===== src/sv/pdc_pkg.sv =====
// ----------------------------------------------------------------------------
// pdc_pkg
// types and constants of the playfair digraph cipher unit
// ----------------------------------------------------------------------------
package pdc_pkg;

  typedef logic [4:0] letter_t;

  typedef struct packed {
    logic [2:0] row;
    logic [2:0] col;
  } pos_t;

  typedef enum logic [2:0] {
    CMD_KEY    = 3'd0,
    CMD_FINISH = 3'd1,
    CMD_PLAIN  = 3'd2,
    CMD_FLUSH  = 3'd3,
    CMD_CIPHER = 3'd4
  } cmd_e;

  localparam logic KIND_ENC = 1'b0;
  localparam logic KIND_DEC = 1'b1;

  localparam letter_t LET_I    = 5'd8;
  localparam letter_t LET_J    = 5'd9;
  localparam letter_t LET_X    = 5'd23;
  localparam letter_t LET_LAST = 5'd25;

  localparam int NUM_LETTERS = 26;
  localparam int SQ_CELLS    = 25;
  localparam letter_t SQ_LAST = 5'd24;
  localparam logic [2:0] SIDE_LAST = 3'd4;

  localparam logic [NUM_LETTERS-1:0] USED_RESET = 26'h0000200;

endpackage


===== src/sv/playfair_digraph_cipher_unit.sv =====
// ----------------------------------------------------------------------------
// playfair_digraph_cipher_unit
// playfair cipher over a 5x5 key square: key entry, plaintext encryption,
// ciphertext decryption, one pair per result
// key letters and pair-opening text letters are handled in the idle state
// a pair-closing letter or flush steps through pos_a, pos_b, cell_f, cell_s, latch, emit
// finish key scans the used bitmap in the fill state, one letter per cycle
// pairs are bound by the single read port of the position and square rams
// reset (rst_n low, synchronous) empties the square, clears the pending letter
// ----------------------------------------------------------------------------
module playfair_digraph_cipher_unit (
  input  logic        clk,
  input  logic        rst_n,
  input  logic        in_tvalid,
  output logic        in_tready,
  input  logic [7:0]  in_tdata,   // [4:0] letter
  input  logic [2:0]  in_tuser,   // [2:0] cmd
  output logic        out_tvalid,
  input  logic        out_tready,
  output logic [15:0] out_tdata,  // [4:0] first_letter, [9:5] second_letter
  output logic        out_tuser   // [0] pair_kind
);

  typedef enum logic [2:0] {
    ST_IDLE,
    ST_FILL,
    ST_POS_A,
    ST_POS_B,
    ST_CELL_F,
    ST_CELL_S,
    ST_LATCH,
    ST_EMIT
  } state_t;

  state_t                state_r, state_nxt;
  logic [25:0]           used_r, used_nxt;
  pdc_pkg::letter_t      fill_r, fill_nxt;
  logic [2:0]            fill_row_r, fill_row_nxt;
  logic [2:0]            fill_col_r, fill_col_nxt;
  logic                  key_ready_r, key_ready_nxt;
  pdc_pkg::letter_t      held_r, held_nxt;
  logic                  held_valid_r, held_valid_nxt;
  logic                  held_cipher_r, held_cipher_nxt;
  pdc_pkg::letter_t      scan_r, scan_nxt;
  pdc_pkg::letter_t      a_r, a_nxt;
  pdc_pkg::letter_t      b_r, b_nxt;
  logic                  kind_r, kind_nxt;
  pdc_pkg::pos_t         pa_r, pa_nxt;
  pdc_pkg::pos_t         pb_r, pb_nxt;
  pdc_pkg::letter_t      f_r, f_nxt;
  pdc_pkg::letter_t      s_r, s_nxt;
  logic                  out_valid_r, out_valid_nxt;
  pdc_pkg::letter_t      out_first_r, out_first_nxt;
  pdc_pkg::letter_t      out_second_r, out_second_nxt;
  logic                  out_kind_r, out_kind_nxt;

  logic                  accept;
  pdc_pkg::letter_t      lt;
  logic                  lt_ok;
  logic [31:0]           used_ext;
  logic                  place_en;
  pdc_pkg::letter_t      place_lt;
  logic [5:0]            pos_rd;
  pdc_pkg::pos_t         pos_q;
  pdc_pkg::letter_t      pos_raddr;
  pdc_pkg::letter_t      sq_rd;
  pdc_pkg::pos_t         own_pos, other_pos;
  logic [2:0]            cell_row, cell_col;
  pdc_pkg::letter_t      cell_idx;

  function automatic logic [2:0] step5(input logic [2:0] v, input logic dec);
    logic [2:0] r;
    if (dec) begin
      r = (v == 3'd0) ? pdc_pkg::SIDE_LAST : v - 3'd1;
    end else begin
      r = (v == pdc_pkg::SIDE_LAST) ? 3'd0 : v + 3'd1;
    end
    return r;
  endfunction

  assign in_tready = (state_r == ST_IDLE);
  assign accept    = in_tvalid && in_tready;
  assign lt        = (in_tdata[4:0] == pdc_pkg::LET_J) ? pdc_pkg::LET_I : in_tdata[4:0];
  assign lt_ok     = (lt <= pdc_pkg::LET_LAST);
  assign used_ext  = {6'd0, used_r};
  assign pos_q     = pdc_pkg::pos_t'(pos_rd);

  // shared cell locator, run once for each letter of the pair
  assign own_pos   = (state_r == ST_CELL_S) ? pb_r : pa_r;
  assign other_pos = (state_r == ST_CELL_S) ? pa_r : pos_q;

  always_comb begin
    if (own_pos.row == other_pos.row) begin
      cell_row = own_pos.row;
      cell_col = step5(own_pos.col, kind_r);
    end else if (own_pos.col == other_pos.col) begin
      cell_row = step5(own_pos.row, kind_r);
      cell_col = own_pos.col;
    end else begin
      cell_row = own_pos.row;
      cell_col = other_pos.col;
    end
    cell_idx = {cell_row, 2'b00} + 5'(cell_row) + 5'(cell_col);
  end

  assign pos_raddr = (state_r == ST_POS_B) ? b_r : a_r;

  pdc_ram #(.WIDTH(6), .DEPTH(pdc_pkg::NUM_LETTERS)) u_pos_ram (
    .clk     (clk),
    .wr_en   (place_en),
    .wr_addr (place_lt),
    .wr_data ({fill_row_r, fill_col_r}),
    .rd_addr (pos_raddr),
    .rd_data (pos_rd)
  );

  pdc_ram #(.WIDTH(5), .DEPTH(pdc_pkg::SQ_CELLS)) u_sq_ram (
    .clk     (clk),
    .wr_en   (place_en),
    .wr_addr (fill_r),
    .wr_data (place_lt),
    .rd_addr (cell_idx),
    .rd_data (sq_rd)
  );

  always_comb begin
    state_nxt       = state_r;
    used_nxt        = used_r;
    fill_nxt        = fill_r;
    fill_row_nxt    = fill_row_r;
    fill_col_nxt    = fill_col_r;
    key_ready_nxt   = key_ready_r;
    held_nxt        = held_r;
    held_valid_nxt  = held_valid_r;
    held_cipher_nxt = held_cipher_r;
    scan_nxt        = scan_r;
    a_nxt           = a_r;
    b_nxt           = b_r;
    kind_nxt        = kind_r;
    pa_nxt          = pa_r;
    pb_nxt          = pb_r;
    f_nxt           = f_r;
    s_nxt           = s_r;
    out_valid_nxt   = out_valid_r && !out_tready;
    out_first_nxt   = out_first_r;
    out_second_nxt  = out_second_r;
    out_kind_nxt    = out_kind_r;
    place_en        = 1'b0;
    place_lt        = lt;

    case (state_r)
      ST_IDLE: begin
        if (accept) begin
          case (in_tuser)
            pdc_pkg::CMD_KEY: begin
              if (!key_ready_r && lt_ok && !used_ext[lt] && (fill_r < pdc_pkg::LET_LAST)) begin
                place_en = 1'b1;
              end
            end
            pdc_pkg::CMD_FINISH: begin
              if (!key_ready_r) begin
                scan_nxt  = 5'd0;
                state_nxt = ST_FILL;
              end
            end
            pdc_pkg::CMD_PLAIN: begin
              if (key_ready_r && lt_ok) begin
                if (!held_valid_r || held_cipher_r) begin
                  held_nxt        = lt;
                  held_valid_nxt  = 1'b1;
                  held_cipher_nxt = 1'b0;
                end else if (held_r == lt) begin
                  a_nxt     = held_r;
                  b_nxt     = pdc_pkg::LET_X;
                  kind_nxt  = pdc_pkg::KIND_ENC;
                  state_nxt = ST_POS_A;
                end else begin
                  a_nxt          = held_r;
                  b_nxt          = lt;
                  kind_nxt       = pdc_pkg::KIND_ENC;
                  held_valid_nxt = 1'b0;
                  state_nxt      = ST_POS_A;
                end
              end
            end
            pdc_pkg::CMD_FLUSH: begin
              if (key_ready_r && held_valid_r && !held_cipher_r) begin
                a_nxt          = held_r;
                b_nxt          = pdc_pkg::LET_X;
                kind_nxt       = pdc_pkg::KIND_ENC;
                held_valid_nxt = 1'b0;
                state_nxt      = ST_POS_A;
              end
            end
            pdc_pkg::CMD_CIPHER: begin
              if (key_ready_r && lt_ok) begin
                if (!held_valid_r || !held_cipher_r) begin
                  held_nxt        = lt;
                  held_valid_nxt  = 1'b1;
                  held_cipher_nxt = 1'b1;
                end else begin
                  a_nxt          = held_r;
                  b_nxt          = lt;
                  kind_nxt       = pdc_pkg::KIND_DEC;
                  held_valid_nxt = 1'b0;
                  state_nxt      = ST_POS_A;
                end
              end
            end
            default: begin
            end
          endcase
        end
      end
      ST_FILL: begin
        place_lt = scan_r;
        if (!used_ext[scan_r] && (fill_r < pdc_pkg::LET_LAST)) begin
          place_en = 1'b1;
        end
        if (scan_r == pdc_pkg::LET_LAST) begin
          key_ready_nxt = 1'b1;
          state_nxt     = ST_IDLE;
        end else begin
          scan_nxt = scan_r + 5'd1;
        end
      end
      ST_POS_A: begin
        state_nxt = ST_POS_B;
      end
      ST_POS_B: begin
        pa_nxt    = pos_q;
        state_nxt = ST_CELL_F;
      end
      ST_CELL_F: begin
        pb_nxt    = pos_q;
        state_nxt = ST_CELL_S;
      end
      ST_CELL_S: begin
        f_nxt     = sq_rd;
        state_nxt = ST_LATCH;
      end
      ST_LATCH: begin
        s_nxt     = sq_rd;
        state_nxt = ST_EMIT;
      end
      ST_EMIT: begin
        if (!out_valid_r || out_tready) begin
          out_valid_nxt  = 1'b1;
          out_first_nxt  = f_r;
          out_second_nxt = s_r;
          out_kind_nxt   = kind_r;
          state_nxt      = ST_IDLE;
        end
      end
      default: begin
        state_nxt = ST_IDLE;
      end
    endcase

    if (place_en) begin
      used_nxt[place_lt] = 1'b1;
      fill_nxt           = fill_r + 5'd1;
      if (fill_col_r == pdc_pkg::SIDE_LAST) begin
        fill_col_nxt = 3'd0;
        fill_row_nxt = fill_row_r + 3'd1;
      end else begin
        fill_col_nxt = fill_col_r + 3'd1;
      end
    end
  end

  always_ff @(posedge clk) begin
    if (!rst_n) begin
      state_r       <= ST_IDLE;
      used_r        <= pdc_pkg::USED_RESET;
      fill_r        <= 5'd0;
      fill_row_r    <= 3'd0;
      fill_col_r    <= 3'd0;
      key_ready_r   <= 1'b0;
      held_r        <= 5'd0;
      held_valid_r  <= 1'b0;
      held_cipher_r <= 1'b0;
      out_valid_r   <= 1'b0;
    end else begin
      state_r       <= state_nxt;
      used_r        <= used_nxt;
      fill_r        <= fill_nxt;
      fill_row_r    <= fill_row_nxt;
      fill_col_r    <= fill_col_nxt;
      key_ready_r   <= key_ready_nxt;
      held_r        <= held_nxt;
      held_valid_r  <= held_valid_nxt;
      held_cipher_r <= held_cipher_nxt;
      out_valid_r   <= out_valid_nxt;
    end
    scan_r       <= scan_nxt;
    a_r          <= a_nxt;
    b_r          <= b_nxt;
    kind_r       <= kind_nxt;
    pa_r         <= pa_nxt;
    pb_r         <= pb_nxt;
    f_r          <= f_nxt;
    s_r          <= s_nxt;
    out_first_r  <= out_first_nxt;
    out_second_r <= out_second_nxt;
    out_kind_r   <= out_kind_nxt;
  end

  assign out_tvalid = out_valid_r;
  assign out_tdata  = {6'd0, out_second_r, out_first_r};
  assign out_tuser  = out_kind_r;

endmodule


===== src/sv/pdc_ram.sv =====
// ----------------------------------------------------------------------------
// pdc_ram
// generic single-write single-read ram with registered read data
// ----------------------------------------------------------------------------
module pdc_ram #(
  parameter int WIDTH = 8,
  parameter int DEPTH = 32
) (
  input  logic                     clk,
  input  logic                     wr_en,
  input  logic [$clog2(DEPTH)-1:0] wr_addr,
  input  logic [WIDTH-1:0]         wr_data,
  input  logic [$clog2(DEPTH)-1:0] rd_addr,
  output logic [WIDTH-1:0]         rd_data
);

  logic [WIDTH-1:0] mem_r [DEPTH];
  logic [WIDTH-1:0] rd_data_r;

  always_ff @(posedge clk) begin
    if (wr_en) begin
      mem_r[wr_addr] <= wr_data;
    end
    rd_data_r <= mem_r[rd_addr];
  end

  assign rd_data = rd_data_r;

endmodule


===== config.mk =====
export PLATFORM = sky130hd
export DESIGN_NAME = playfair_digraph_cipher_unit
export DESIGN_NICKNAME = d
export VERILOG_FILES = /design/src/sv/pdc_pkg.sv /design/src/sv/playfair_digraph_cipher_unit.sv /design/src/sv/pdc_ram.sv
export SDC_FILE = /design/constraint.sdc
export NUM_CORES = 1
export LEC_CHECK = 0
export BUFFER_PORTS_ARGS = -buffer_cell sky130_fd_sc_hd__buf_2
export CELL_PAD_IN_SITES_DETAIL_PLACEMENT = 0
export CELL_PAD_IN_SITES_GLOBAL_PLACEMENT = 1
export CORE_MARGIN = 5
export CORE_UTILIZATION = 58
export CTS_CLUSTER_DIAMETER = 120
export DETAILED_ROUTE_END_ITERATION = 16
export GPL_TIMING_DRIVEN = 1
export PLACE_DENSITY_LB_ADDON = 0.05
export SYNTH_ARGS = -nofsm -noshare
export SYNTH_HDL_FRONTEND = slang
export SYNTH_SLANG_ARGS = --single-unit

===== constraint.sdc =====
create_clock -name clk -period 7.59 [get_ports clk]
set_input_delay 0.759 -clock clk [delete_from_list [all_inputs] [get_ports clk]]
set_output_delay 0.759 -clock clk [all_outputs]
set_load 0.05 [all_outputs]

Yosys cells after proc, flatten, opt, wreduce, memory -nomap -nowiden --
Memory sizes are Yosys's and may differ from the RTL's. A register that Yosys moved wholly into a read port is not among the register bits. Index checks and enable logic that the tools add are counted. Widths: inputs -> output; s select.
Storage, ports and cells: output and inout bits 19, register bits after elaboration 98, memories kept 2, bits in read-only memories 0, bits of input ports 15, memory bits (writable) 281, latch bits 0, logic and storage cells 199
Cells by class: multipliers 0, $lt $le $gt $ge 6, $add $sub $neg 10, equal/unequal tests 40, mux-type cells 82, shift-type cells 0, divide/modulo/power cells 0, bitwise gates (word level) 1, reduce and logical (&&, ||, !) cells 35
Memory list:
- u_pos_ram.mem_r | words 26, width 6, rd ports 1, clocked after Yosys merged registers in 1, wr ports 1, line pdc_ram.sv:17 | logic [WIDTH-1:0] mem_r [DEPTH];
- u_sq_ram.mem_r | words 25, width 5, rd ports 1, clocked after Yosys merged registers in 1, wr ports 1, line pdc_ram.sv:17
Operators by type and width (number):
- $mux 5 | 22
- $mux 3 | 20
- $pmux 5 s3 | 2
- $or 26x26->26 | 1
- $mux 1 | 25
- $eq 3x3->1 const B | 8
- $pmux 3 s8 | 1
- $ne 2x2->1 const B | 11
- $ne 3x3->1 const B | 7
- $pmux 5 s2 | 2
- $lt 5x6->1 const B | 3
- $reduce_and 7->1 | 2
- $add 3x1->3 const B | 4
- $eq 3x2->1 const B | 4
- $logic_not 3->1 | 4
- $mux 6 | 2
- $pmux 3 s4 | 1
- $add 5x1->5 const B | 2
- $add 5x3->5 | 2
- $bmux 1 s5 | 2
- $logic_and 1x1->1 | 10
- $reduce_and 10->1 | 1
- $reduce_and 8->1 | 1
- $logic_not 1->1 | 7
- other kinds (19) | 30

Depth between registers and ports, before layout --
Gate-level depths: netlist of the first run.
word-level depth 13, gate-level depth with buffers 21, depth with buffers taken out 17

Hierarchy --
Synthesis of the first run repeated with hierarchy kept, for this count alone.
Second synthesis, totals: cells, all modules 1113, area, all modules 16732.3 um2
Modules (own cells, without submodules):
- pdc_ram at u_pos_ram | instances 1, area each 6427.4 um2, cells an instance 330, seq. area each 4804.6 um2
- playfair_digraph_cipher_unit | instances 1, area each 5226.3 um2, cells an instance 511, seq. area each 2452.4 um2
- pdc_ram at u_sq_ram | instances 1, area each 5078.6 um2, cells an instance 272, seq. area each 3853.7 um2

Worst setup path before layout of the first run --
OpenSTA, ideal clock, no wires.
path kind register -> register, from reg state_r[1], to reg u_sq_ram.rd_data_r[0] (netlist: u_sq_ram.rd_data[0]), read port of u_sq_ram.mem_r, path buffers 4, cell stages (with the launch flop) 17, path slack 2.727 ns, data required time 7.467 ns, arrival time 4.740 ns, clock period less this slack 4.863 ns, library setup time 0.123 ns, cell sequence dfxtp_1 buf_2 nand3b_1 buf_2 buf_2 mux2i_1 inv_1 ha_1 or2_2 mux4_2 nand2_1 o21ai_0 fa_1 fa_1 buf_1 mux4_2 mux2_1
Between the ends: cells in the longest elaborated chain, start to end 9, elaborated cells between the ends (all ways) 25, those cells by class add/sub (6); eq/ne (5); mux (12); reduce/logical (2)
RTL lines:
- from (decl) | line playfair_digraph_cipher_unit.sv:35 | state_t state_r, state_nxt;
- from (signal assigned) | line playfair_digraph_cipher_unit.sv:285 | state_r <= state_nxt;
- $eq 3x3->1 * | line playfair_digraph_cipher_unit.sv:89, playfair_digraph_cipher_unit.sv:90
- $mux 6 | line playfair_digraph_cipher_unit.sv:89 | assign own_pos = (state_r == ST_CELL_S) ? pb_r : pa_r;
- $add 3x1->3 (tied with other cells) | line playfair_digraph_cipher_unit.sv:76 | r = (v == pdc_pkg::SIDE_LAST) ? 3'd0 : v + 3'd1;
- $mux 3 (on tied branches) | line playfair_digraph_cipher_unit.sv:76, playfair_digraph_cipher_unit.sv:74
- $mux 3 | line playfair_digraph_cipher_unit.sv:73 | if (dec) begin
- $mux 3 | line playfair_digraph_cipher_unit.sv:96 | end else if (own_pos.col == other_pos.col) begin
- $mux 3 | line playfair_digraph_cipher_unit.sv:93 | if (own_pos.row == other_pos.row) begin
- $add 5x3->5 | line playfair_digraph_cipher_unit.sv:103 | cell_idx = {cell_row, 2'b00} + 5'(cell_row) + 5'(cell_col);
- $add 5x3->5 * | line playfair_digraph_cipher_unit.sv:103
- to (decl) | line pdc_ram.sv:18 | logic [WIDTH-1:0] rd_data_r;
Mark *: on every way between the ends. The rest lies on a longest branch, timed or not. A chain may end at the register's enable or synchronous reset.

Final worst setup path of the first run --
from reg state_r[1], to reg u_sq_ram.rd_data_r[1] (netlist: u_sq_ram.rd_data[1]), read port of u_sq_ram.mem_r
The elaborated chain is that of the path after synthesis.

==> metrics, run 1 <==
layout cell share with drive strength beyond 1=19.6%; cell row count=between 60 and 70; CTS resizes=0; largest cells by area after synthesis=edfxtp_1, mux4_2, dfxtp_1; VDD IR max=about 170 uV; Max transition margin=between 10% and 20%; H-tree Lvls=2; R2R Path Start=state_r[1]; flop2flop setup slack=1.96 ns; antenna cells=0; R2R cell count=14; slowest cell on the critical path=ha_1; Post-Syn Area=16500 um2; worst-path maximum fanout=21; Clock transition at path regs=approximately 0.060 ns; Synth Flop Type=edfxtp_1; DRT iter0 DRCs=between 800 and 900; worst min path class=reg2reg; crit path time final=approximately 5.6 ns; drc violations=0; die width=about 180 um; CTS sink count=between 300 and 400; Post-CTS Hold Fix Bufs=0; vias in the first global route=8668; final instance area=between 15000 and 20000 um2; die height=around 180 um; Crit path arrival time=around 6 ns; final core utilization=roughly two thirds; Placed Area=approximately 17000 um2; biggest area consumer among synthesized cells=edfxtp_1; EDFF count, synth=330; IO Port Bufs=24; min-delay src=f_r[3]; setup repair after global routing missed its margin=no; setup slack after layout=approximately 2.0 ns; final hold slack=between 0.4 and 0.5 ns; synth unique cells=81; Seq/Total Area, Yosys=around two thirds; clk root buf=clkbuf_16; Vias per Instance=around 6; 1st-pass router iterations=5; Final Instance Count excl. Fillers=approximately 1500; hpwl dp=between 20 and 25 mm; initial antenna violation count=0; CP top delay family=multiplexers; global-route usage over all layers=21.7%; post-synthesis cell count=~1100; Peak Freq=0.178 GHz; GRT Residual Overflow=0; pre-CTS setup slack=between 1.5 and 2 ns; via count=around 9000; CP Launch Type=flip-flop; # nets final=approximately 1100; Ys Warns=0; WL final=roughly 33 mm; Clk Latency, worst-skew pair=about 0.53 ns; Die ar.=31900 um2; CP Capture Type=flip-flop; Final setup viols=0; global-route wire length before repair=approximately 52 mm; total design power=~4.4 mW; core box area=about 28000 um2; post-synthesis async set-or-reset flop share=0%; fin. max-slew vios=0; syn avg cell area=15.7 um2; worst slew pin tran=around 1.2 ns; Max Cap Violations=0; Hold Path Sink=out_first_r[3]; Routed wire per std cell=22.3 um; Post-DRT Antenna Nets=0; Worst Hold Depth=0; Num CTS Buffers=40; synthesis-stage register bit count=approximately 400; pwr/cell area=~240 nW/um2; Placed Cells incl. Taps=1417; initial core utilization=between 50% and 60%; CP Data Required Time=about 8.0 ns; status=completed; Fin. Hold Viols=0; TritonCTS clock tree=yes; P_leak=5.92 nW; largest net degree at the start of global routing=38; fill count=approximately 2000; reg-to-reg critical path endpoint=u_sq_ram.rd_data[1]; crit share post-route=about three quarters; Worst Skew=0.0314 ns; CP Buf/Inv Count=2; gpl congestion=~0.79; Setup Fix Bufs, Post-CTS=0; total I/O pin count=34; critical path class=reg2reg; Synth-to-Final Area Change=10.6%; cells along the critical path=nand3b_1, buf_4, inv_1, and3_1, o32a_1, a211oi_2, and2_1, a211oi_1, o22ai_1, ha_1, ha_1, mux4_2, mux4_2, mux2_1; Final TNS setup=0 ns; Critical Path Max Stage Delay=0.99 ns; Max Root-Sink Buffers=3; Yosys top cell area share=60.0%
==> cell usage after synthesis (3+ instances only) <==
cell type / count
edfxtp_1: 330
nor2_1: 91
nand2_1: 90
mux4_2: 79
dfxtp_1: 60
mux2i_1: 42
clkbuf_1: 33
o21ai_1: 27
a21oi_1: 26
inv_1: 25
o21ai_0: 19
ha_1: 17
mux2_2: 15
buf_2: 13
nand3_1: 13
and3_1: 12
nor3_1: 10
o211ai_1: 10
xor2_1: 10
a211oi_1: 7
a21o_1: 7
buf_4: 7
nand3b_1: 7
nand2b_1: 6
xnor2_1: 6
and4b_1: 5
mux2_1: 5
or3_1: 5
a21boi_0: 4
o21ai_2: 4
or2_2: 4
buf_1: 3
nor2b_1: 3
==> logic make-up after synthesis <==
group	synth area share (%)
other cells	0.0227
xor+xnor	0.947
mux	15.0
buf+inv	2.19
compound gates	5.40
flops	67.3
simple gates	7.62
fa+ha+maj	1.53
==> state kept, by name, summed over array words and instances, names as in the netlist, 5 cells and up <==
signal,cells
a_r,5
b_r,5
pb_r,6
u_sq_ram.rd_data,5
u_pos_ram.rd_data,6
s_r,5
pa_r,6
u_pos_ram.mem_r,156
used_r,26
fill_r,5
u_sq_ram.mem_r,125
scan_r,5
f_r,5
out_second_r,5
out_first_r,5
held_r,5
==> cell usage in the layout (no fill, tap or decap), drive strengths merged, types with 3 or more instances in the layout <==
cell type	n
edfxtp	330
nor2	92
nand2	90
mux4	81
dfxtp	60
o21ai	50
clkbuf	48
mux2i	42
buf	38
a21oi	27
inv	26
mux2	20
clkinv	19
ha	17
nand3	13
and3	12
xor2	11
o211ai	10
nor3	10
a211oi	8
nand3b	7
a21o	7
nand2b	6
xnor2	6
conb	6
or2	6
and4b	5
or3	5
a21boi	5
nor2b	4
bufinv	3
and2	3
o31ai	3
nand4b	3
clkinvlp	3
a2111oi	3
==> area by class of cell <==
cell class / instances / area [um2] / area share [%]
flip-flops and latches: 390 / 11100 / 60.8
repair buffers: 38 / 225 / 1.23
clock inverters: 25 / 208 / 1.14
well taps: 378 / 473 / 2.59
multi-input cells: 585 / 5110 / 28.0
inverters: 26 / 97.6 / 0.534
clock buffers: 48 / 1040 / 5.70
==> metal layers <==
| layer | vias to the layer above | routed length, um | global-route usage [%] |
|---|---|---|---|
| met5 | - | 0 | 0 |
| met4 | 0 | 507 | 4.29 |
| met3 | 43 | 1890 | 3.42 |
| met2 | 245 | 15100 | 31.5 |
| met1 | 4558 | 15800 | 35.4 |
| li1 | 4115 | - | - |
==> worst max path at each step <==
stage                           from  cells after the start                   to
after global routing      state_r[1]                     14  u_sq_ram.rd_data[0]
final                     state_r[1]                     14  u_sq_ram.rd_data[1]
after floorplan           state_r[1]                     16  u_sq_ram.rd_data[0]
after CTS                 state_r[1]                     14  u_sq_ram.rd_data[4]
after detailed placement  state_r[1]                     14  u_sq_ram.rd_data[4]
after global placement    state_r[1]                     14  u_sq_ram.rd_data[4]
==> worst reg2reg max path, cell delays in order (launching register included) <==
cell      delay, ns
dfxtp_1        0.67
nand3b_1       0.18
buf_4          0.25
inv_1          0.26
and3_1         0.26
o32a_1         0.36
a211oi_2       0.44
and2_1         0.22
a211oi_1       0.07
o22ai_1        0.20
ha_1           0.27
ha_1           0.99
mux4_2         0.48
mux4_2         0.53
mux2_1         0.32
==> power by group <==
group	internal [mW]	switching, mW	leakage, nW
Clock	1.08	0.772	0.610
Combinational	0.0751	0.142	1.97
Sequential	2.34	0.0215	3.34
(Power assumes the default switching activity.)
==> run 2, diff against run 1 <==
- CORE_UTILIZATION: 58 -> 48
- clock period: 7.59 -> 5.1 ns (I/O delays scaled with it)
==> metrics, run 2 (same netlist as run 1, synthesis figures left out) <==
status=completed; Routed wire per std cell=around 22 um; reg-to-reg critical path endpoint=u_sq_ram.rd_data[0]; CP startpoint=state_r[1]; drc violations=0; GRT Residual Overflow=0; IO Port Bufs=24; crit path time final=4.65 ns; WL final=35.6 mm; Clk Latency, worst-skew pair=between 0.5 and 0.6 ns; TritonCTS clock tree=yes; VDD IR max=between 200 and 250 uV; CP Capture Type=flip-flop; multi-input logic area=~5100 um2; Worst Skew=0.0203 ns; Setup Fix Bufs, Post-CTS=0; CTS sink count=between 300 and 400; worst slew pin tran=roughly 1.2 ns; Final TNS setup=0 ns; cell row count=68; Worst Hold Depth=3; Post-DRT Antenna Nets=0; final core utilization=between 50% and 60%; sequential cell area=11100 um2; die height=195 um; fill count=between 2000 and 3000; crit share post-route=91.1%; flop2flop setup slack=between 0.4 and 0.5 ns; 1st-pass router iterations=7; CP Data Required Time=~5.5 ns; Clock transition at path regs=approximately 0.060 ns; layout cell share with drive strength beyond 1=a little over a fifth; Peak Freq=around 0.22 GHz; R2R cell count=13; max reg flops=~160; min-delay src=out_tready; CTS resizes=0; pwr/cell area=between 300 and 400 nW/um2; die width=between 150 and 200 um; Max Root-Sink Buffers=3; total I/O pin count=34; gpl congestion=~0.76; DRT iter0 DRCs=around 650; CP Launch Type=flip-flop; Max transition margin=between 10% and 20%; Fin. Hold Viols=0; fin. max-slew vios=0; Largest regs=u_pos_ram.mem_r: 156 flops, u_sq_ram.mem_r: 125 flops, used_r: 26 flops; core box area=between 30000 and 40000 um2; global-route wire length before repair=about 55 mm; Final setup viols=0; vias in the first global route=9005; H-tree Lvls=2; initial core utilization=48.2%; largest net degree at the start of global routing=between 40 and 50; Die ar.=roughly 38000 um2; critical path class=reg2reg; global-route usage over all layers=a little under a fifth; largest register by flop count=u_pos_ram.mem_r; Synth-to-Final Area Change=13.4%; final hold slack=about 0.36 ns; initial antenna violation count=0; # nets final=1145; Post-CTS Hold Fix Bufs=0; Max Cap Violations=0; capture point of the worst path=u_sq_ram.rd_data[0]; setup repair after global routing missed its margin=no; R2R Path Start=state_r[1]; worst-path maximum fanout=30; hpwl dp=23.2 mm; Vias per Instance=5.64; clk root buf=clkbuf_16; most frequent cells in the layout=edfxtp_1, nor2_1, nand2_1; worst min path class=in2reg; Num CTS Buffers=around 40; most common cell after layout, fill and taps aside=edfxtp_1; Crit path arrival time=5.05 ns; antenna cells=0; via count=approximately 9000; P_leak=between 6 and 7 nW
run 2: worst min-delay path by stage:
stage	endpoint	slack (ns)
final	out_tvalid	0.36
after global routing	out_tvalid	0.37
after CTS	out_tvalid	0.34
after detailed placement	out_first_r[0]	0.41
after global placement	out_first_r[1]	0.41
after floorplan	out_first_r[0]	0.40
run 2: final cells by class:
cell class                      instances  area share [%]
Sequential cell                       390            59.3
Multi-Input combinational cell        585            27.3
Clock buffer                           54            6.07
Tap cell                              455            3.04
Timing Repair Buffer                   67            2.50
Clock inverter                         21            1.27
Inverter                               26           0.521
run 2: stage by stage:
stage                     setup WS, ns  area (um2)  instances  power, mW
after CTS                        0.457       18700       1598       6.95
final                            0.453       18700       1598       6.87
after global placement           0.513       17400       1523       3.92
after detailed placement         0.484       17400       1523       3.93
after global routing             0.158       18700       1598       7.13
after floorplan                  0.237       16500       1058       3.80
run 2: layer usage:
metal | routed length (um) | track usage (%)
met1 | 17500 | 29.7
met2 | 16100 | 27.9
met3 | 1500 | 2.85
met4 | 509 | 3.98
met5 | 0 | 0
run 2: critical path, cell delays in order (launching register included):
cell	delay [ns]
dfxtp_1	0.30
nand3b_1	0.36
and3_1	0.31
o32a_1	0.37
a211oi_2	0.46
and2_1	0.22
a211oi_1	0.07
o22ai_1	0.22
ha_1	0.28
ha_1	0.28
buf_4	0.39
mux4_2	0.42
mux4_2	0.46
mux2_1	0.32
run 2: report_power, final:
| group | total [mW] | internal (mW) | switching [mW] |
|---|---|---|---|
| registers | 3.51 | 3.49 | 0.0266 |
| clock network | 3.02 | 1.83 | 1.19 |
| logic | 0.340 | 0.119 | 0.221 |
